### config.mk
export PLATFORM = sky130hd
export DESIGN_NAME = sia_minmax
export DESIGN_NICKNAME = d
export VERILOG_FILES = /design/src/rtl/sia_pkg.sv /design/src/rtl/sia_minmax.sv
export SDC_FILE = /design/constraint.sdc
export NUM_CORES = 1
export LEC_CHECK = 0
export ABC_AREA = 1
export BUFFER_PORTS_ARGS = -buffer_cell sky130_fd_sc_hd__buf_2
export CAP_MARGIN = 20
export CELL_PAD_IN_SITES_DETAIL_PLACEMENT = 1
export CELL_PAD_IN_SITES_GLOBAL_PLACEMENT = 2
export CORE_MARGIN = 2
export CORE_UTILIZATION = 27
export DETAILED_ROUTE_END_ITERATION = 8
export PLACE_DENSITY_LB_ADDON = 0.1
export SYNTH_ARGS = -nofsm -noshare
export SYNTH_HDL_FRONTEND = slang
export SYNTH_SLANG_ARGS = --single-unit
### constraint.sdc
create_clock -name clock -period 20.1 [get_ports clock]
set_clock_uncertainty 0.15 [all_clocks]
set_input_delay 3.015 -clock clock [delete_from_list [all_inputs] [get_ports clock]]
set_output_delay 3.015 -clock clock [all_outputs]
set_load 0.01 [all_outputs]
### src/rtl/sia_pkg.sv
// ----------------------------------------------------------------------------
// sia_pkg: shared types and constants for the saturating interval ALU
// Holds the operation codes, the int32 limits and the payload structs that
// travel between the pipeline stages.
// ----------------------------------------------------------------------------
package sia_pkg;

   // Operation codes. The unused codes 6 and 7 behave as a move.
   localparam logic [2:0] CMD_ADD  = 3'd0;
   localparam logic [2:0] CMD_SUB  = 3'd1;
   localparam logic [2:0] CMD_MUL  = 3'd2;
   localparam logic [2:0] CMD_INC  = 3'd3;
   localparam logic [2:0] CMD_DEC  = 3'd4;
   localparam logic [2:0] CMD_MOVE = 3'd5;

   // Limits of a signed 32-bit bound.
   localparam logic signed [31:0] LIM_MAX = 32'sh7FFF_FFFF;
   localparam logic signed [31:0] LIM_MIN = 32'sh8000_0000;

   // Stage 1 result: linear bounds and the four corner products.
   typedef struct packed {
      logic               is_mul;
      logic signed [32:0] lin_lo;
      logic signed [32:0] lin_hi;
      logic signed [63:0] p0;
      logic signed [63:0] p1;
      logic signed [63:0] p2;
      logic signed [63:0] p3;
   } prod_type;

   // Stage 2 result: pairwise minimum and maximum of the products.
   typedef struct packed {
      logic               is_mul;
      logic signed [32:0] lin_lo;
      logic signed [32:0] lin_hi;
      logic signed [63:0] min_a;
      logic signed [63:0] max_a;
      logic signed [63:0] min_b;
      logic signed [63:0] max_b;
   } pair_type;

   // Stage 3 result: exact bounds before saturation.
   typedef struct packed {
      logic signed [63:0] lo;
      logic signed [63:0] hi;
   } exact_type;

   // Stage 4 result: saturated bounds and the overflow flag.
   typedef struct packed {
      logic               overflow;
      logic signed [31:0] res_high;
      logic signed [31:0] res_low;
   } result_type;

endpackage

### src/rtl/sia_minmax.sv
// ----------------------------------------------------------------------------
// sia_minmax: pairwise compare stage
// Reduces the four corner products to the minimum and maximum of each pair.
// ----------------------------------------------------------------------------
module sia_minmax
   import sia_pkg::*;
(
   input  logic     clock,
   input  logic     reset,
   input  logic     in_valid,
   output logic     in_ready,
   input  prod_type in_data,
   output logic     out_valid,
   input  logic     out_ready,
   output pair_type out_data
);

   logic     valid_ff;
   logic     valid_in;
   pair_type data_ff;
   pair_type data_in;

   assign in_ready = !valid_ff || out_ready;
   assign valid_in = in_ready ? in_valid : valid_ff;

   // First level of the min and max trees; the linear bounds pass along.
   always_comb begin
      data_in.is_mul = in_data.is_mul;
      data_in.lin_lo = in_data.lin_lo;
      data_in.lin_hi = in_data.lin_hi;
      data_in.min_a  = (in_data.p0 < in_data.p1) ? in_data.p0 : in_data.p1;
      data_in.max_a  = (in_data.p0 > in_data.p1) ? in_data.p0 : in_data.p1;
      data_in.min_b  = (in_data.p2 < in_data.p3) ? in_data.p2 : in_data.p3;
      data_in.max_b  = (in_data.p2 > in_data.p3) ? in_data.p2 : in_data.p3;
   end

   always_ff @(posedge clock) begin
      if (reset) begin
         valid_ff <= 1'b0;
      end else begin
         valid_ff <= valid_in;
      end
   end

   always_ff @(posedge clock) begin
      if (in_ready && in_valid) begin
         data_ff <= data_in;
      end
   end

   assign out_valid = valid_ff;
   assign out_data  = data_ff;

endmodule

==> results_dict.tcl <==
set metrics [dict create \
    final-instance-count-excl-fill 3150 \
    die_h_um 254.8 \
    grt_use_total_pct 20.32 \
    synth_warnings 0 \
    netlist_area_sq_um 16990 \
    min_path_type "reg2reg" \
    cts_tree "yes" \
    crit_family "buffers and inverters" \
    fin_tns_setup_ns 0 \
    p_total_uw 2015 \
    cts_resized 0 \
    min_period_ns 6.606 \
    cts_setup_buffers 0 \
    crit_top_cell "buf_2" \
    die_w_um 254.8 \
    avgSynthCellArea_sq_um 10.36 \
    via_per_inst 4.622 \
    grt_max_degree 126 \
    initial_core_util_pct 27.42 \
    critPathMaxFanout 2 \
    holdBufCountCts 0 \
    ir_drop_uv 44.46 \
    cpPeakStageDelay_ns 0.14 \
    cts_root_buffer "clkbuf_16" \
    p_leak_uw 0.01057 \
    io_pins 652 \
    coreArea_sq_um 61940 \
    dp_slack_ns 13.13 \
    num-nets-final 2724 \
    synth.distinct_cells 29 \
    worstPathArrival_ns 3.44 \
    path_class "in2out" \
    vias 14560 \
    layout_setup_ws_ns 13.49 \
    period_share_pct 32.86 \
    seq_area_frac_synth_pct 57.22 \
    switchingPower_uw 604.7 \
    antenna_found_initial 36 \
    wl_per_cell_um 21.73 \
    syn-instance-count 1640 \
    routed_wirelength_um 68440 \
    p_seq_share_pct 42.7 \
    htreeDepth 2 \
    fin_util_pct 35.94 \
    drive_gt1_share_pct 35.96 \
    hold_viol_final 0 \
    io_buffer_count 651 \
    dp_cells 3061 \
    path_cells "buf_2 > inv_1 > nand2_1 > buf_2" \
    numCtsBuffers 42 \
    synthToLayoutAreaGrowth_pct 31.06 \
    drv_cap 0 \
    setup_viol 0 \
    drcViolationCount 0 \
    overflow 0 \
    r2r-start "out_valid" \
    first_global_vias 14960 \
    worst_pin_slew_ns 1.040 \
    first_pass_iters 5 \
    clock.fmax_mhz 151.4 \
    grt_pass1_wl_um 97570 \
    drv_slew 0 \
    slew_headroom_pct 30.65 \
    required_ns 16.94 \
    synth-seq-cells 324 \
    num_rows 91 \
    start_kind "primary input" \
    dpl.hpwl_um 51210 \
    clk_latency_ns 0.55 \
    cts.sinks 324 \
    die_area_sq_um 64930 \
    power_density_nw_per_um2 90.51 \
    crit_slowest_cell "buf_2" \
    gp_congestion 0.8059 \
    cp.buffers_inverters 3 \
    cts.path.max_buffers 3 \
    p_sw_share_pct 30.02 \
    rsz0062_at_grt "no" \
    hold_start "out_valid" \
    p_int_uw 1410 \
    ant_nets 0 \
    cts.clk_slew.worst_paths_ns 0.06 \
    p_comb_share_pct 21.2 \
    end_kind "output pin" \
    crit_start "out_ready" \
    status "finished, final reports clean" \
    p_clk_share_pct 36.1 \
    drt-initial-drc-count 720 \
    syn_nets 2095 \
]
[final cells by class]
class | instances | area (sq um)
fill | 7254 | 39680
multi-input combinational | 1071 | 6161
clock inverter | 26 | 198.9
antenna | 13 | 32.53
clock buffer | 49 | 1099
timing repair buffer | 665 | 3383
inverter | 165 | 619.3
sequential | 324 | 9719
tap | 837 | 1047
[Yosys cell counts (all sizes together)]
| library cell | instances | area, sq um |
|---|---|---|
| a21o | 8 | 60.06 |
| a21oi | 54 | 277.8 |
| buf | 72 | 480.5 |
| clkbuf | 8 | 30.03 |
| dfxtp | 1 | 20.02 |
| edfxtp | 323 | 9699 |
| ha | 128 | 1602 |
| inv | 165 | 619.3 |
| nand2 | 540 | 2157 |
| nand3 | 14 | 90.09 |
| nand4 | 137 | 857.1 |
| nor2 | 44 | 167.7 |
| nor3 | 6 | 40.04 |
| nor4 | 2 | 12.51 |
| o21a | 2 | 15.01 |
| o21ai | 136 | 857.1 |
[layer usage]
layer | part of all wire [%] | vias to the layer above | GRT usage [%]
met4 | 3.3 | 36 | 7.803
met5 | 0.33 | - | 0
met1 | 37 | 6984 | 22.49
met3 | 9.4 | 138 | 7.932
met2 | 50 | 433 | 35.10
li1 | - | 6968 | -
[worst register-to-register path: stages, from the launching register on]
cell,delay [ns]
dfxtp_1,0.34
a21oi_4,0.14
buf_4,0.63
buf_4,0.89
buf_4,0.94
[path summary, 6_finish.rpt]
check / slack [ns] / depth (start not counted) / to
worst max-delay path: 13.49 / 4 / in_ready
worst min-delay path: 0.38 / 2 / out_valid
worst max register to register: 16.54 / 4 / out_data[127]
worst min register to register: 0.38 / 2 / out_valid
[per-stage QoR]
stage          cell area (sq um)  hold WS [ns]
6_report                   22260        0.3845
5_1_grt                    22260        0.4305
4_1_cts                    22200        0.3856
3_5_place_dp               20900        0.3785
3_3_place_gp               20900        0.3649
2_1_floorplan              16990        0.4270
[power by group through the flow]
stage	combinational (uW)	sequential, uW	clock, uW
2_1_floorplan	209	931	0
3_3_place_gp	429	874	0
3_5_place_dp	435	874	0
4_1_cts	437	861	755
5_1_grt	480	866	773
6_report	427	860	728
[flip-flops by register name, summed over array words and instances, names as in the netlist]
signal / count
out_valid: 1
out_data: 323
[cell families after synthesis]
kind of cell,share of synthesized area (%)
and+or+nand+nor,19.57
DFF,57.22
buffers and inverters,6.652
AOI/OAI and AO/OA,7.123
adders and majority gates,9.429
[placed cells by master, fill, tap and decap left out, types with 10 or more instances in the layout]
cell / instances
nor2_1: 43
nand2_2: 45
nand3_1: 10
a21oi_1: 51
clkinv_1: 12
nand2_1: 492
inv_1: 165
diode_2: 13
buf_2: 651
edfxtp_1: 323
o21ai_2: 47
ha_1: 128
nand4_1: 137
buf_4: 13
o21ai_0: 46
clkbuf_16: 43
o21ai_1: 43
Note: power is estimated with default switching activity, not from simulation.
