File: config.mk
export PLATFORM = sky130hd
export DESIGN_NAME = sia_sat
export DESIGN_NICKNAME = d
export VERILOG_FILES = /design/src/rtl/sia_pkg.sv /design/src/rtl/sia_sat.sv
export SDC_FILE = /design/constraint.sdc
export NUM_CORES = 1
export LEC_CHECK = 0
export BUFFER_PORTS_ARGS = -buffer_cell sky130_fd_sc_hd__buf_2
export CAP_MARGIN = 20
export CORE_MARGIN = 8
export CORE_UTILIZATION = 45
export CTS_CLUSTER_DIAMETER = 40
export DETAILED_ROUTE_END_ITERATION = 12
export HOLD_SLACK_MARGIN = 0.02
export PLACE_DENSITY_LB_ADDON = 0.25
export SYNTH_ARGS = -nofsm -noshare
export SYNTH_HDL_FRONTEND = slang
export SYNTH_SLANG_ARGS = --single-unit
File: constraint.sdc
create_clock -name clock -period 5.6 [get_ports clock]
set_input_delay 0.56 -clock clock [delete_from_list [all_inputs] [get_ports clock]]
set_output_delay 0.56 -clock clock [all_outputs]
set_load 0.005 [all_outputs]
File: src/rtl/sia_pkg.sv
// ----------------------------------------------------------------------------
// sia_pkg: shared types and constants for the saturating interval ALU
// Holds the operation codes, the int32 limits and the payload structs that
// travel between the pipeline stages.
// ----------------------------------------------------------------------------
package sia_pkg;

   // Operation codes. The unused codes 6 and 7 behave as a move.
   localparam logic [2:0] CMD_ADD  = 3'd0;
   localparam logic [2:0] CMD_SUB  = 3'd1;
   localparam logic [2:0] CMD_MUL  = 3'd2;
   localparam logic [2:0] CMD_INC  = 3'd3;
   localparam logic [2:0] CMD_DEC  = 3'd4;
   localparam logic [2:0] CMD_MOVE = 3'd5;

   // Limits of a signed 32-bit bound.
   localparam logic signed [31:0] LIM_MAX = 32'sh7FFF_FFFF;
   localparam logic signed [31:0] LIM_MIN = 32'sh8000_0000;

   // Stage 1 result: linear bounds and the four corner products.
   typedef struct packed {
      logic               is_mul;
      logic signed [32:0] lin_lo;
      logic signed [32:0] lin_hi;
      logic signed [63:0] p0;
      logic signed [63:0] p1;
      logic signed [63:0] p2;
      logic signed [63:0] p3;
   } prod_type;

   // Stage 2 result: pairwise minimum and maximum of the products.
   typedef struct packed {
      logic               is_mul;
      logic signed [32:0] lin_lo;
      logic signed [32:0] lin_hi;
      logic signed [63:0] min_a;
      logic signed [63:0] max_a;
      logic signed [63:0] min_b;
      logic signed [63:0] max_b;
   } pair_type;

   // Stage 3 result: exact bounds before saturation.
   typedef struct packed {
      logic signed [63:0] lo;
      logic signed [63:0] hi;
   } exact_type;

   // Stage 4 result: saturated bounds and the overflow flag.
   typedef struct packed {
      logic               overflow;
      logic signed [31:0] res_high;
      logic signed [31:0] res_low;
   } result_type;

endpackage

File: src/rtl/sia_sat.sv
// ----------------------------------------------------------------------------
// sia_sat: saturation stage and output register
// Clamps each exact bound to the int32 range and raises the overflow flag
// when either bound is clamped.
// ----------------------------------------------------------------------------
module sia_sat
   import sia_pkg::*;
(
   input  logic       clock,
   input  logic       reset,
   input  logic       in_valid,
   output logic       in_ready,
   input  exact_type  in_data,
   output logic       out_valid,
   input  logic       out_ready,
   output result_type out_data
);

   logic               valid_ff;
   logic               valid_in;
   result_type         data_ff;
   result_type         data_in;
   logic signed [63:0] lim_max_w;
   logic signed [63:0] lim_min_w;
   logic               lo_above;
   logic               lo_below;
   logic               hi_above;
   logic               hi_below;

   assign in_ready = !valid_ff || out_ready;
   assign valid_in = in_ready ? in_valid : valid_ff;

   assign lim_max_w = 64'(LIM_MAX);
   assign lim_min_w = 64'(LIM_MIN);

   // Range checks on both bounds.
   assign lo_above = (in_data.lo > lim_max_w);
   assign lo_below = (in_data.lo < lim_min_w);
   assign hi_above = (in_data.hi > lim_max_w);
   assign hi_below = (in_data.hi < lim_min_w);

   // Clamp and flag.
   always_comb begin
      data_in.overflow = lo_above || lo_below || hi_above || hi_below;
      if (lo_above) begin
         data_in.res_low = LIM_MAX;
      end else if (lo_below) begin
         data_in.res_low = LIM_MIN;
      end else begin
         data_in.res_low = in_data.lo[31:0];
      end
      if (hi_above) begin
         data_in.res_high = LIM_MAX;
      end else if (hi_below) begin
         data_in.res_high = LIM_MIN;
      end else begin
         data_in.res_high = in_data.hi[31:0];
      end
   end

   always_ff @(posedge clock) begin
      if (reset) begin
         valid_ff <= 1'b0;
      end else begin
         valid_ff <= valid_in;
      end
   end

   always_ff @(posedge clock) begin
      if (in_ready && in_valid) begin
         data_ff <= data_in;
      end
   end

   assign out_valid = valid_ff;
   assign out_data  = data_ff;

endmodule

==> run metrics, run 1 <==
via/cell ratio=4.92; antenna violations before repair=0; hold buffers post-CTS=0; Core Footprint=0.00668 mm2; highest-count cells in the layout ignoring fill and taps=buf_2, edfxtp_1, inv_1; clock tree from TritonCTS=built; first-pass detailed-route iteration total=4; Worst setup SP type=input pin; largest net degree at the start of global routing=66; count of yosys warnings during synthesis=0; endpoints failing setup=0; std cell rows=30; post-route core utilization=0.646; most common library cell in the layout ignoring fill and taps=buf_2; final clock period utilization by the worst path=0.413; Slew @ Worst Pin=1080 ps; sequential-to-total area share from yosys stat=0.647; net switching power=269 uW; worst-skew pair later-pin latency=330 ps; HP Class=in2reg; result of the run=finished clean; Avg Inst Size Synth=roughly 12 um2; combinational share of power=0.130; worst rel slew slack=0.277; Max Freq=0.433 GHz; die boundary width=a little under 100 um; Die Outline Area=0.00966 mm2; Area growth, synth to finish=41.7%; portion of total power attributed to sequential cells=0.502; TritonCTS Buffers=9; count of maximum capacitance violations=0; Initial Utilization=0.456; proportion of total power due to net switching=0.230; clock skew after layout=just under 7 ps; combined global-route utilization of all metal layers=0.179; critical path peak fanout=32; library cells used by synthesis=26; endpoint required time on the critical path=5620 ps; Final Slew Violations=0; Chip Height=98.3 um; register bit total from synthesis=66; post-route cell area=approximately 0.0043 mm2; count of antenna diodes in the layout=0; RSZ-0062 raised after global routing=no; number of gates resized after CTS=0; final critical path time including I/O delays and setup=2310 ps; R2R Setup Slk=slightly above 4000 ps; final RePlAce weighted congestion=0.828; total number of vias=between 2k and 3k; nets=586; via count of the first global-routing pass=2922; Worst Path Class, Setup=in2reg; Worst Setup End Kind=flip-flop; Post-CTS Setup Inserts=0; leading post-synthesis cells by cell area=edfxtp_1, o21ai_2, inv_1, o21ai_0, nand4_1; clock slew at reported path FFs=70 ps; Max Buffers Root-to-Sink=2; DRC viols=0; final routed wire length divided by cell count=16.0 um; Cell Int Power=around 900 uW; number of nets still failing antenna checks after routing=0; Peak supply drop=between 0.1 and 0.15 mV; share of total power in the clock network=0.369; hold violation count in the final report=0; biggest area consumer among synthesized cells=edfxtp_1; tightest hold margin=around 380 ps; fraction of post-synthesis cell area in the top cell type by area=0.641; Cell Pwr Density=271 mW/mm2; DRT iter0 DRCs=114; endpoint arrival time on the critical path=roughly 2300 ps; total power consumption of the routed design=1.17 mW; total length of routed wires=8620 um; area of the mapped netlist=0.00305 mm2; post-placement cell area=0.00410 mm2; gate count of the mapped netlist=257; count of pins on the block boundary=199; total of buffers placed on input and output ports=just under 200; leakage power=about 2 nW; global route total overflow=0; count of H-tree levels built during CTS=3; net count after synthesis=389; share of layout cells above drive strength 1=0.545; wire length of the first global-routing pass=between 10000 and 15000 um; total number of clock tree sinks=66; root cell of the clock tree=clkbuf_8; TNS Setup=0 ps; half-perimeter wire length of the detailed placement result=between 6000 and 7000 um
## worst paths after layout
path | start | end | cells past startpoint
min reg2reg | out_valid | out_valid | 2
min | reset | out_valid | 2
max reg2reg | out_valid | out_data[12] | 3
max | in_data[107] | out_data[30] | 5
## final cells by class
cell class | instances | area (um2)
Tap cell | 80 | 100
Inverter | 64 | 240
Fill cell | 572 | 2370
Sequential cell | 66 | 1970
Clock buffer | 9 | 124
Clock inverter | 7 | 93.8
Multi-Input combinational cell | 113 | 778
Timing Repair Buffer | 200 | 1010
## metrics by stage
stage                     std cells  setup slack, ps
after floorplan                 257             2920
after global placement          523             3060
after detailed placement        523             2950
after CTS                       539             3290
after global routing            539             3020
final                           539             3290
## kinds of logic (layout without fill, tap and decap cells)
group | count (synthesis) | after routing | synth area share
buffers and inverters | 78 | 280 | 0.107
and+or+nand+nor | 46 | 46 | 0.0941
AOI/OAI and AO/OA | 67 | 67 | 0.152
DFF | 66 | 66 | 0.647
## power by group through the flow
| stage | Combinational (mW) | Sequential (mW) | Clock (mW) |
|---|---|---|---|
| 2_1_floorplan | 0.0565 | 0.603 | 0 |
| 3_3_place_gp | 0.150 | 0.597 | 0 |
| 3_5_place_dp | 0.153 | 0.598 | 0 |
| 4_1_cts | 0.154 | 0.587 | 0.440 |
| 5_1_grt | 0.169 | 0.589 | 0.460 |
| 6_report | 0.151 | 0.586 | 0.431 |
## metal layers
| metal | vias to the layer above | wire length (um) | part of all wire | GRT usage |
|---|---|---|---|---|
| met2 | 131 | 4490 | 0.52 | 0.318 |
| met5 | - | 0 | 0 | 0 |
| met3 | 16 | 765 | 0.089 | 0.0654 |
| li1 | 1313 | - | - | - |
| met4 | 0 | 250 | 0.029 | 0.0992 |
| met1 | 1191 | 3120 | 0.36 | 0.177 |
## Yosys cell counts
library cell    n
edfxtp_1       65
inv_1          64
o21ai_2        30
o21ai_0        25
nand4_1        18
nor4_1         17
o21ai_1         7
clkbuf_1        6
buf_2           4
buf_6           3
nand2_1         2
or4_1           2
a21oi_1         1
a31oi_1         1
and2_1          1
and3_1          1
dfxtp_1         1
dlygate4sd1_1   1
nand2b_1        1
nand3_1         1
nand4bb_1       1
nor2_1          1
o21bai_2        1
o31a_1          1
o31ai_1         1
or3_1           1
## state kept, by name, summed over array words and instances, names as in the netlist
signal and flops:
out_data 65, out_valid 1
## worst max-delay path, stage by stage
cell,delay [ps]
buf_2,100
nor4_1,350
nand4_1,220
o31ai_4,860
o21ai_0,220
(Power assumes the default switching activity.)
==> inputs of run 2 (changes only) <==
Settings changed: CORE_UTILIZATION 45 to 38.
Clock period 5.6 ns to 2.1 ns, I/O delays scaled along.
==> run 2 against run 1 <==
  * Worst hold slack worse by 270 ps
  * Clock power rose by 140%
  * Non-clock buffer count rose by 6
  * Die area up 15%
  * Worst setup slack got worse by 2700 ps
  * Global-route usage decreased by 2.3 points
  * Critical endpoint is now out_data[38]
  * Clock-buffer cell count is the same
  * Combinational power grew to 2.8 times the previous value
  * Via count down 0.30%
  * Register-to-register slack got worse by 3200 ps
  * Sequential cell count did not move
==> run metrics, run 2 (synthesis gave the netlist of run 1 again) <==
Chip Height=106 um (+7.4%); final RePlAce weighted congestion=0.799 (-3.5%); total of buffers placed on input and output ports=198 (unchanged); Area growth, synth to finish=44.6%; Peak supply drop=0.356 mV (+210%); largest net degree at the start of global routing=66 (unchanged); Core Footprint=0.00777 mm2 (+16%); Die Outline Area=0.0111 mm2 (+15%); hold violation count in the final report=0 (unchanged); worst-skew pair later-pin latency=330 ps (about the same); nets=592 (+1.0%); std cell rows=32 (+6.7%); leakage power=2.02 nW (+1.7%); endpoints failing setup=0 (unchanged); total length of routed wires=8790 um (+1.9%); RSZ-0062 raised after global routing=no; Slew @ Worst Pin=604 ps (-477 ps); share of layout cells above drive strength 1=0.551 (+0.00588); delay of the slowest critical-path stage=510 ps (-350 ps); DRC viols=0 (unchanged); flip-flop count of the largest register after layout=65 (unchanged); crit-path cells=buf_2 -> nand4_1 -> or4_1 -> o31a_2 -> buf_4 -> o21ai_2; Post-CTS Setup Inserts=0 (unchanged); Final Slew Violations=0 (unchanged); Max Buffers Root-to-Sink=2 (unchanged); first-pass detailed-route iteration total=6 (+2); count of maximum capacitance violations=0 (unchanged); count of H-tree levels built during CTS=3 (unchanged); most common library cell in the layout ignoring fill and taps=buf_2; Bufs and invs on worst path=2 (+1); Initial Utilization=0.392 (-0.0637); highest-count cells in the layout ignoring fill and taps=buf_2, edfxtp_1, inv_1; final clock period utilization by the worst path=0.702; result of the run=finished clean; wire length of the first global-routing pass=14000 um (+1.6%); cell type group with the largest total delay on the critical path=simple AND/OR/NAND/NOR gates; TNS Setup=0 ps (unchanged); TritonCTS Buffers=9 (unchanged); die boundary width=106 um (+7.4%); Max Freq=0.679 GHz; number of nets still failing antenna checks after routing=0 (unchanged); Worst Path Class, Setup=in2reg; via/cell ratio=4.66 (-5.2%); cell at the slowest stage of the critical path=or4_1; final critical path time including I/O delays and setup=1470 ps; clock tree from TritonCTS=built; HP Class=in2reg; DRT iter0 DRCs=78 (-32%); clock slew at reported path FFs=70 ps (about the same); global route total overflow=0 (unchanged); total number of vias=2643 (-0.30%); Worst setup SP type=input pin; final routed wire length divided by cell count=15.5 um (-3.1%); total number of clock tree sinks=66 (unchanged); antenna violations before repair=0 (unchanged); endpoint required time on the critical path=2280 ps (-3340 ps); Worst Setup End Kind=flip-flop; via count of the first global-routing pass=2898 (-0.82%); worst rel slew slack=0.596 (+0.319); root cell of the clock tree=clkbuf_8; combined global-route utilization of all metal layers=0.156 (-0.0228); critical path peak fanout=20 (-38%); count of pins on the block boundary=199 (unchanged); count of antenna diodes in the layout=0 (unchanged); half-perimeter wire length of the detailed placement result=7050 um (+4.1%); Cell Pwr Density=684 mW/mm2 (+150%); clock skew after layout=9.23 ps (+2.47 ps); post-route core utilization=0.567 (-0.0788); endpoint arrival time on the critical path=1650 ps (-680 ps)
-- run 2: cell types whose count changed in the layout (fill, tap and decap cells not counted), sizes merged --
| cell | previous run | this run |
|---|---|---|
| buf | 200 | 205 |
| dlygate4sd3 | 0 | 1 |
| clkinv | 4 | 5 |
| bufinv | 2 | 1 |
-- run 2: area by class of cell --
class / count / area (um2)
Tap cell: 102 / 128
Clock buffer: 9 / 124
Multi-Input combinational cell: 113 / 778
Inverter: 64 / 240
Timing Repair Buffer: 206 / 1090
Sequential cell: 66 / 1970
Fill cell: 718 / 3360
Clock inverter: 7 / 70.1
-- run 2: worst paths after layout --
kind          startpoint      endpoint  slack (ps)  depth (start not counted)
max          in_data[34]  out_data[38]         630                          6
min reg2reg    out_valid     out_valid         500                          2
max reg2reg    out_valid  out_data[19]         860                          3
min          in_data[63]  out_data[63]         110                          1
-- run 2: routing by layer --
metal  track usage  wire length, um  up-vias
met2         0.269             4410      114
li1              -                -     1326
met4        0.0543               92        0
met3        0.0633              774        6
met1         0.170             3510     1197
met5             0                0        -
-- run 2: through the flow --
| stage | hold slack [ps] | cells | power [mW] | instance area (um2) | setup slack (ps) |
|---|---|---|---|---|---|
| after floorplan | 279 | 257 | 1.76 | 3050 | 404 |
| after global placement | 366 | 550 | 2.01 | 4200 | 296 |
| after detailed placement | 377 | 550 | 2.02 | 4200 | 251 |
| after CTS | 85.3 | 567 | 3.06 | 4400 | 622 |
| after global routing | 88.8 | 567 | 3.16 | 4400 | 474 |
| final | 107 | 567 | 3.01 | 4400 | 626 |
-- run 2: where the power goes --
group | leakage [nW] | switching (mW) | internal (mW)
clock | 0.0990 | 0.482 | 0.545
combinational | 1.30 | 0.220 | 0.202
sequential | 0.616 | 0.0195 | 1.54
-- run 2: what timing repair did --
action | CTS | global route
endpoints found under the hold margin | 1 | 0
resized for setup | 0 | 0
hold buffers | 1 | 0
setup endpoints to repair | 0 | 0
