==> src/rtl/sia_pkg.sv <==
// ----------------------------------------------------------------------------
// sia_pkg: shared types and constants for the saturating interval ALU
// Holds the operation codes, the int32 limits and the payload structs that
// travel between the pipeline stages.
// ----------------------------------------------------------------------------
package sia_pkg;

   // Operation codes. The unused codes 6 and 7 behave as a move.
   localparam logic [2:0] CMD_ADD  = 3'd0;
   localparam logic [2:0] CMD_SUB  = 3'd1;
   localparam logic [2:0] CMD_MUL  = 3'd2;
   localparam logic [2:0] CMD_INC  = 3'd3;
   localparam logic [2:0] CMD_DEC  = 3'd4;
   localparam logic [2:0] CMD_MOVE = 3'd5;

   // Limits of a signed 32-bit bound.
   localparam logic signed [31:0] LIM_MAX = 32'sh7FFF_FFFF;
   localparam logic signed [31:0] LIM_MIN = 32'sh8000_0000;

   // Stage 1 result: linear bounds and the four corner products.
   typedef struct packed {
      logic               is_mul;
      logic signed [32:0] lin_lo;
      logic signed [32:0] lin_hi;
      logic signed [63:0] p0;
      logic signed [63:0] p1;
      logic signed [63:0] p2;
      logic signed [63:0] p3;
   } prod_type;

   // Stage 2 result: pairwise minimum and maximum of the products.
   typedef struct packed {
      logic               is_mul;
      logic signed [32:0] lin_lo;
      logic signed [32:0] lin_hi;
      logic signed [63:0] min_a;
      logic signed [63:0] max_a;
      logic signed [63:0] min_b;
      logic signed [63:0] max_b;
   } pair_type;

   // Stage 3 result: exact bounds before saturation.
   typedef struct packed {
      logic signed [63:0] lo;
      logic signed [63:0] hi;
   } exact_type;

   // Stage 4 result: saturated bounds and the overflow flag.
   typedef struct packed {
      logic               overflow;
      logic signed [31:0] res_high;
      logic signed [31:0] res_low;
   } result_type;

endpackage

==> src/rtl/sia_select.sv <==
// ----------------------------------------------------------------------------
// sia_select: bound select stage
// Finishes the min and max trees and picks the exact bounds of the result,
// either from the products or from the sign-extended linear bounds.
// ----------------------------------------------------------------------------
module sia_select
   import sia_pkg::*;
(
   input  logic      clock,
   input  logic      reset,
   input  logic      in_valid,
   output logic      in_ready,
   input  pair_type  in_data,
   output logic      out_valid,
   input  logic      out_ready,
   output exact_type out_data
);

   logic      valid_ff;
   logic      valid_in;
   exact_type data_ff;
   exact_type data_in;

   assign in_ready = !valid_ff || out_ready;
   assign valid_in = in_ready ? in_valid : valid_ff;

   // Final compare for multiply, widening for the other operations.
   always_comb begin
      if (in_data.is_mul) begin
         data_in.lo = (in_data.min_a < in_data.min_b) ? in_data.min_a : in_data.min_b;
         data_in.hi = (in_data.max_a > in_data.max_b) ? in_data.max_a : in_data.max_b;
      end else begin
         data_in.lo = {{31{in_data.lin_lo[32]}}, in_data.lin_lo};
         data_in.hi = {{31{in_data.lin_hi[32]}}, in_data.lin_hi};
      end
   end

   always_ff @(posedge clock) begin
      if (reset) begin
         valid_ff <= 1'b0;
      end else begin
         valid_ff <= valid_in;
      end
   end

   always_ff @(posedge clock) begin
      if (in_ready && in_valid) begin
         data_ff <= data_in;
      end
   end

   assign out_valid = valid_ff;
   assign out_data  = data_ff;

endmodule

==> config.mk <==
export PLATFORM = sky130hd
export DESIGN_NAME = sia_select
export DESIGN_NICKNAME = d
export VERILOG_FILES = /design/src/rtl/sia_pkg.sv /design/src/rtl/sia_select.sv
export SDC_FILE = /design/constraint.sdc
export NUM_CORES = 1
export LEC_CHECK = 0
export BUFFER_PORTS_ARGS = -buffer_cell sky130_fd_sc_hd__buf_2
export CELL_PAD_IN_SITES_DETAIL_PLACEMENT = 0
export CELL_PAD_IN_SITES_GLOBAL_PLACEMENT = 1
export CORE_MARGIN = 2
export CORE_UTILIZATION = 34
export DETAILED_ROUTE_END_ITERATION = 10
export GPL_TIMING_DRIVEN = 0
export HOLD_SLACK_MARGIN = 0.05
export PLACE_DENSITY_LB_ADDON = 0.1
export SYNTH_ARGS = -nofsm -noshare
export SYNTH_HDL_FRONTEND = slang
export SYNTH_SLANG_ARGS = --single-unit
==> constraint.sdc <==
create_clock -name clock -period 10.6 [get_ports clock]
set_input_delay 0.53 -clock clock [delete_from_list [all_inputs] [get_ports clock]]
set_output_delay 0.53 -clock clock [all_outputs]
set_load 0.02 [all_outputs]
==> flow_summary.yaml, run 1 <==
status:
  status: "completed"
cts:
  insertion_delay_ns: 0.44
  cts_setup_buffers: 0
  cts_max_level: 4
  clk_pin_slew_worst_paths_ns: 0.06
  cts_hold_buf: 0
  cts_resized: 0
  cts_buffers: 17
  clk_root_buffer_cell: "clkbuf_16"
  cts_tree: "built"
  cts_max_path_buffers: 2
  cts.sinks: 129
sta:
  tns_ns: 0
  fin_skew_ns: 0.00985
  relSlewSlack: 0.498
  hold_viol_final: 0
  tightest_slew_ns: 0.753
  report.final.slew_viol_count: 0
  post-route-period-util: 0.352
  rsz0062_at_grt: "false"
  final-setup-viol-count: 0
  clock.fmax_mhz: 268
  fin_crit_ns: 3.73
yosys:
  synth_top_area_frac: 0.352
  synthArstFlopShare: 0
  synth_area_leaders: "edfxtp_1 35%, ha_1 15%, a21oi_1 9.3%"
  syn_avg_cell_area_um2: 8.75
  synth_ff_type: "edfxtp_1"
  synth-edff-count: 128
  synth_nets: 1703
  synth_warnings: 0
  synthCells: 1249
  ys_ff_latch: 129
  yosysTopAreaCell: "edfxtp_1"
  synth_cell_types: 50
  syn-cell-area_um2: 10900
  seq_area_frac_synth: 0.353
route:
  drtPass1Iterations: 5
  viasPerCell: 5.26
  wl_met2_um: 19800
  drc: 0
  route.top_layer_used: "met5"
  wl_met3_um: 3390
  wl_per_cell_um: 19.5
  first_iter_violations: 651
  drt-met1-wl_um: 17900
  drt_wl_total_um: 42200
  vias: 11370
  detail-route-antenna-nets: 0
global_routing:
  grt_overflow: 0
  grt_pass1_vias: 11238
  grt_max_degree: 51
  grt_pass1_wl_um: 63200
  globalRouteTotalUtil: 0.246
  antenna_found_initial: 24
floorplanning:
  dieArea_um2: 33600
  start_util: 0.346
  core_area_um2: 31600
  ios: 457
  die_w_um: 183
  rows: 65
  die-height_um: 183
final_layout:
  final_core_util: 0.454
  fin_nets: 2180
  syn_to_final_growth_pct: 31.5
  final_layout_size_suffix_gt1_frac: 0.292
setup_path:
  path_class: "primary input to flip-flop"
  critPathLaunchType: "primary input"
  endpoint_kind: "flip-flop"
  required_ns: 10.78
  crit_fanout: 10
  arrival_ns: 3.92
power:
  p_total_uw: 1800
  power_density_nw_per_um2: 125
  max-vdd-ir-drop_mv: 0.112
  power_leakage_uw: 0.00682
place:
  dp_hpwl_um: 33200
  place_congestion: 0.870
  io_buffer_count: 456
run:
  cap_violations: 0
worst_hold_path:
  worstHoldPathType: "primary input to flip-flop"
## synth_stat cells (3+ instances only)
cell and count:
and4_1 6, o211ai_1 4, a21o_1 14, edfxtp_1 128
nor2_1 43, o21ai_0 13, a21oi_1 203, a221oi_1 7
a211o_1 33, or3_1 60, nor3_1 34, inv_1 132
nor4_1 63, ha_1 127, nor2b_1 5, clkbuf_1 74
nand4_1 22, nand2_1 96, buf_2 6, and2_1 3
o21ai_1 8, nand3b_1 3, mux2i_1 64, nand3_1 64
buf_12 7
## registers in the layout, indices dropped and copies added, names as in the netlist
register / cells
out_data: 128
out_valid: 1
## metal layers
layer	track usage	vias up
met4	0.0861	8
met3	0.0675	65
met5	0	-
met2	0.403	435
met1	0.312	5253
li1	-	5609
## final timing paths
check                                               end  depth (start not counted)                    from  slack (ns)
worst max-delay path            out_data[123]$_DFFE_PP_                         13             in_data[91]        6.87
worst min-delay path             out_valid$_SDFFE_PP0N_                          2                   reset        0.24
worst max register to register  out_data[102]$_DFFE_PP_                          4  out_valid$_SDFFE_PP0N_        8.69
worst min register to register   out_valid$_SDFFE_PP0N_                          2  out_valid$_SDFFE_PP0N_        0.54
## cell usage in the layout (no fill, tap or decap), types with 3 or more instances in the layout
master     instances
buf_2            462
a21oi_1          203
inv_1            132
edfxtp_1         128
ha_1             127
nand2_1           96
clkbuf_1          75
nand3_1           64
mux2i_1           64
nor4_1            63
or3_1             60
nor2_1            43
nor3_1            34
a211o_1           33
nand4_1           22
diode_2           21
clkbuf_16         17
a21o_1            14
o21ai_0           13
o21ai_1            8
a221oi_1           7
buf_12             7
and4_1             6
nor2b_1            5
o211ai_1           4
nand3b_1           3
clkinv_4           3
clkinv_1           3
clkinv_2           3
## worst max-delay path: stages
cell and delay (ns):
buf_2 0.11, inv_1 0.05, ha_1 0.31, nand4_1 0.16
nor4_1 0.45, a221oi_1 0.13, o21ai_0 0.15, a41oi_1 0.18
o211ai_1 0.40, clkbuf_1 0.49, clkbuf_1 0.47, nor4_1 0.09
nor4_1 0.40
## through the flow
step	hold slack (ns)	area, um^2	worst slack (ns)	cells
after global routing	0.233	14400	6.48	2154
after floorplan	0.599	10900	6.33	1249
after detailed placement	0.517	13800	6.35	2109
after global placement	0.487	13700	4.64	2107
after CTS	0.222	14300	6.79	2141
final	0.240	14400	6.87	2162
## kinds of logic after synthesis
kind of cell / after synthesis / share of synthesized area
adder cells (fa/ha/maj): 127 / 0.145
AND/OR/NAND/NOR: 407 / 0.194
AO/OA/AOI/OAI: 300 / 0.161
buffers and inverters: 221 / 0.0870
flip-flops: 129 / 0.353
multiplexers: 65 / 0.0600
## area by class of cell
type	instances	area, um^2
timing repair buffer	458	2340
antenna	21	52.6
fill	3325	17300
multi-input combinational	899	6120
sequential	129	3860
clock inverter	14	115
buffer	88	452
inverter	133	499
clock buffer	18	429
tap	402	503
## report_power, final
group,internal (uW),leakage [uW],switching [uW]
Sequential,624,0.00124,10.8
Combinational,232,0.00532,357
Clock,321,0.000263,255
Total,1180,0.00682,622
No activity file was read; power rests on OpenSTA's default activity.
==> run 2: changes to the inputs <==
clock period = 3.7 ns   (was 10.6 ns; I/O delays follow)
==> run 2 against run 1 <==
  * Via count up 1.3%
  * Total power grew to 3.0 times the previous value
  * Die area is the same
  * Combinational power increased to 2.9 times the previous value
  * Critical path depth stayed put
  * Largest power group is now the clock network
  * Register-to-register slack worse by 6.5 ns
  * Hold slack worse by 0.17 ns
  * Sequential share of layout area is 1.1 points lower
  * Non-clock buffer count grew 58
  * Flip-flop and latch count did not move
  * Global-route usage decreased by 0.066 points
==> flow_summary.yaml, run 2 (same netlist as run 1, synthesis figures left out) <==
cts:
  cts_setup_buffers: 0
  insertion_delay_ns: 0.46
  cts_tree: "built"
  cts_max_level: 4
  cts_max_path_buffers: 2
  cts_resized: 0
  clk_pin_slew_worst_paths_ns: 0.06
  clk_root_buffer_cell: "clkbuf_16"
  cts.sinks: 129
  cts_hold_buf: 57
  cts_buffers: 17
final_layout:
  fillers: 3245
  mostFrequentLayoutCells: "462 x buf_2, 203 x a21oi_1, 132 x inv_1"
  final_layout_size_suffix_gt1_frac: 0.283
  largest_register_ff_count: 128
  layout_commonest_cell: "buf_2"
  multiInputGateArea_um2: 6120
  register_area_um2: 3860
  fin_nets: 2238
  syn_to_final_growth_pct: 37.3
sta:
  tightest_slew_ns: 0.748
  rsz0062_at_grt: "false"
  report.final.slew_viol_count: 0
  post-route-period-util: 0.890
  tns_ns: 0
  relSlewSlack: 0.501
  fin_skew_ns: 0.00727
  final-setup-viol-count: 0
  hold_viol_final: 0
  fin_crit_ns: 3.29
  whs_ns: 0.0686
  clock.fmax_mhz: 304
route:
  wl_per_cell_um: 18.9
  first_iter_violations: 683
  drt_wl_total_um: 41800
  drtPass1Iterations: 5
  vias: 11521
  detail-route-antenna-nets: 0
  viasPerCell: 5.20
  drc: 0
floorplanning:
  dieArea_um2: 33600
  start_util: 0.346
  rows: 65
  die-height_um: 183
  ios: 457
  core_area_um2: 31600
  die_w_um: 183
power:
  power_density_nw_per_um2: 358
  max-vdd-ir-drop_mv: 0.324
  p_clk_frac: 0.341
  p_int_uw: 3560
  switching_share: 0.338
  p_total_uw: 5380
  p_seq_frac: 0.338
  p_comb_frac: 0.321
  net-switching-power_uw: 1820
  power_leakage_uw: 0.00709
place:
  dp_hpwl_um: 32700
  place_congestion: 0.836
  io_buffer_count: 456
global_routing:
  grt_pass1_vias: 11295
  globalRouteTotalUtil: 0.245
  grt_overflow: 0
  antenna_found_initial: 22
  grt_pass1_wl_um: 63100
  grt_max_degree: 67
setup_path:
  crit_fanout: 10
  setup.reg_to_reg.worst_slack_ns: 2.18
  required_ns: 3.90
  arrival_ns: 3.49
  path_class: "primary input to flip-flop"
  endpoint_kind: "flip-flop"
  critPathLaunchType: "primary input"
worst_hold_path:
  worstHoldPathType: "primary input to flip-flop"
status:
  status: "completed"
run:
  cap_violations: 0
==> run 2: final cells by class <==
| class | count | area share |
|---|---|---|
| clock inverters | 14 | 0.0118 |
| flip-flops and latches | 129 | 0.257 |
| multi-input cells | 899 | 0.408 |
| diodes | 18 | 0.00300 |
| plain buffers | 88 | 0.0301 |
| clock buffers | 18 | 0.0286 |
| well taps | 402 | 0.0335 |
| inverters | 133 | 0.0333 |
| repair buffers | 516 | 0.194 |
==> run 2: power groups by stage <==
stage	Sequential (uW)	Clock, uW	Combinational (uW)
6_report	1820	1830	1730
5_1_grt	1830	1930	1900
4_1_cts	1820	1870	1740
3_5_place_dp	1850	0	1680
3_3_place_gp	1860	0	1670
2_1_floorplan	2020	0	866
==> run 2: stage by stage <==
stage / setup WS [ns] / util / area [um^2] / instances
6_report: 0.408 / 0.474 / 15000 / 2217
5_1_grt: 0.172 / 0.474 / 15000 / 2213
4_1_cts: 0.430 / 0.473 / 15000 / 2198
3_5_place_dp: -0.0223 / 0.435 / 13800 / 2109
3_3_place_gp: -0.160 / 0.434 / 13700 / 2107
2_1_floorplan: 0.796 / - / 10900 / 1249
==> run 2: per-layer routing <==
metal  global-route usage  up-vias  wire length (um)
li1                     -     5720                 -
met1                0.312     5313             17900
met2                0.400      422             19900
met3               0.0633       60              3170
met4               0.0944        6               889
met5                    0        -                35
==> run 2: worst max-delay path, stage by stage <==
cell	delay, ns
buf_2	0.10
inv_1	0.05
ha_1	0.31
nand4_1	0.16
nor4_1	0.43
a221oi_1	0.13
o21ai_0	0.12
a41oi_1	0.16
o211ai_1	0.39
clkbuf_1	0.50
clkbuf_1	0.49
nor4_1	0.09
nor4_1	0.36
==> run 2: final timing paths <==
path | startpoint | endpoint | cells after the start
max | in_data[91] | out_data[122]$_DFFE_PP_ | 13
min reg2reg | out_valid$_SDFFE_PP0N_ | out_data[20]$_DFFE_PP_ | 2
min | in_data[271] | out_data[15]$_DFFE_PP_ | 3
max reg2reg | out_valid$_SDFFE_PP0N_ | out_data[109]$_DFFE_PP_ | 3
==> run 3: changes to the inputs <==
CORE_UTILIZATION = 32   (was 34)
PLACE_DENSITY = 0.78   (was default)
PLACE_DENSITY_LB_ADDON = default   (was 0.1)
clock period = 2.9 ns   (was 3.7 ns; I/O delays follow)
==> run 3 against run 2 <==
  * Count of clock-buffer cells in the layout grew 1
  * Wire length grew 6.8%
  * Non-clock buffer count grew 3
  * Register-to-register slack lost 1.2 ns
  * First-iteration DRC count grew 8.2%
  * Flip-flop and latch count is the same
  * Global-route usage shrank 0.45 points
  * Cell count grew 2.1%
  * Final area grew 0.84%
  * Largest cell class unchanged
==> flow_summary.yaml, run 3 (same netlist as run 1, synthesis figures left out) <==
status:
  status: "completed"
sta:
  tightest_slew_ns: 0.741
  post-route-period-util: 0.974
  clock.fmax_mhz: 354
  setup_ws_ns: 0.0752
  final-setup-viol-count: 0
  fin_skew_ns: 0.0106
  whs_ns: 0.0757
  fin_crit_ns: 2.82
  relSlewSlack: 0.506
  hold_viol_final: 0
  report.final.slew_viol_count: 0
  tns_ns: 0
setup_path:
  r2r-end: "out_data[34]$_DFFE_PP_"
  critPathSlowestCell: "or4_4"
  critPathLaunchType: "primary input"
  crit_path_max_incr_delay_ns: 0.52
  reg2reg_from: "out_valid$_SDFFE_PP0N_"
  arrival_ns: 2.98
  endpoint_kind: "flip-flop"
  setup.reg_to_reg.worst_slack_ns: 0.99
  required_ns: 3.06
  reg2reg_depth: 4
  crit_fanout: 10
  crit_chain: "buf_2, inv_1, ha_1, nand4_2, or4_4, or3_1, o22a_1, nand4_1, mux2_4, buf_12, buf_12, mux2i_1, a21oi_1"
  crit_family: "simple AND/OR/NAND/NOR gates"
  path_buf_inv: 4
  crit_top_cell: "buf_12"
  path_class: "primary input to flip-flop"
final_layout:
  syn_to_final_growth_pct: 38.4
  fillers: 3361
  mostFrequentLayoutCells: "461 x buf_2, 203 x a21oi_1, 132 x inv_1"
  final_layout_size_suffix_gt1_frac: 0.294
  final_core_util: 0.450
  fin_nets: 2241
  largest_register_ff_count: 128
  layout_commonest_cell: "buf_2"
route:
  viasPerCell: 5.24
  vias: 11860
  drt_wl_total_um: 44600
  drtPass1Iterations: 5
  drc: 0
  first_iter_violations: 739
  detail-route-antenna-nets: 0
  wl_per_cell_um: 19.7
floorplanning:
  dieArea_um2: 35700
  start_util: 0.325
  die_w_um: 189
  ios: 457
  core_area_um2: 33600
  rows: 67
  die-height_um: 189
place:
  pre_cts_slack_ns: -0.729
  dp_hpwl_um: 35200
  io_buffer_count: 456
  place_congestion: 0.935
power:
  power_leakage_uw: 0.00711
  power_density_nw_per_um2: 444
  max-vdd-ir-drop_mv: 0.380
  p_total_uw: 6730
cts:
  clk_root_buffer_cell: "clkbuf_16"
  cts_max_path_buffers: 2
  cts_tree: "built"
  cts.sinks: 129
  insertion_delay_ns: 0.45
  clk_pin_slew_worst_paths_ns: 0.07
  cts_max_level: 4
  cts_buffers: 17
global_routing:
  antenna_found_initial: 14
  grt_pass1_vias: 11676
  grt_max_degree: 53
  grt_overflow: 0
  grt_pass1_wl_um: 66300
  globalRouteTotalUtil: 0.241
worst_hold_path:
  min-delay-start: "in_data[269]"
  worstHoldPathType: "primary input to flip-flop"
  whs_path_depth: 3
  min_to: "out_data[13]$_DFFE_PP_"
run:
  cap_violations: 0
run 3: metrics by stage:
stage	instance area (um^2)	instances
floorplan	10900	1249
global placement	13800	2153
detailed placement	13800	2155
CTS	15000	2247
global route	15100	2259
finish	15100	2264
run 3: worst min-delay path: cells and delay by family:
| kind | cells | cell delay [ns] |
|---|---|---|
| AOI/OAI and AO/OA | 1 | 0.13 |
| buffers and inverters | 1 | 0.08 |
| and+or+nand+nor | 1 | 0.03 |
run 3: report_power, final:
group / total, uW / switching (uW) / internal (uW)
Combinational: 2270 / 1360 / 918
Clock: 2120 / 946 / 1180
Sequential: 2330 / 47.3 / 2280
Total: 6730 / 2350 / 4380
run 3: cell type report:
| cell class | instances | area [um^2] | area share |
|---|---|---|---|
| Clock inverter | 13 | 115 | 0.00761 |
| Sequential cell | 129 | 3860 | 0.255 |
| Tap cell | 448 | 561 | 0.0370 |
| Antenna cell | 16 | 40.0 | 0.00265 |
| Inverter | 133 | 499 | 0.0330 |
| Timing Repair Buffer | 519 | 2950 | 0.195 |
| Clock buffer | 19 | 433 | 0.0286 |
| Buffer | 88 | 467 | 0.0308 |
| Multi-Input combinational cell | 899 | 6210 | 0.410 |
run 3: worst max path at each step:
stage	start	to	slack [ns]	cells past startpoint
6_report	in_data[63]	out_data[40]$_DFFE_PP_	0.08	13
5_1_grt	in_data[63]	out_data[29]$_DFFE_PP_	-0.002	13
4_1_cts	in_data[58]	out_data[29]$_DFFE_PP_	0.008	13
3_5_place_dp	in_data[127]	out_data[75]$_DFFE_PP_	-0.73	11
3_3_place_gp	in_data[127]	out_data[95]$_DFFE_PP_	-0.72	11
2_1_floorplan	in_data[58]	out_data[10]$_DFFE_PP_	0.04	12
run 3: routing by layer:
layer  up-vias  share of wire  GRT usage
met2       441           0.47      0.382
met5         -              0          0
li1       5718              -          -
met3        70          0.055     0.0473
met4         0          0.026     0.0931
met1      5631           0.45      0.324
run 3: repair_timing:
action	CTS	global route
gates resized for setup	6	23
pin swaps	0	4
setup buffers	0	1
hold endpoints to repair	59	0
endpoints found under the setup margin	60	83
hold buffers	60	0
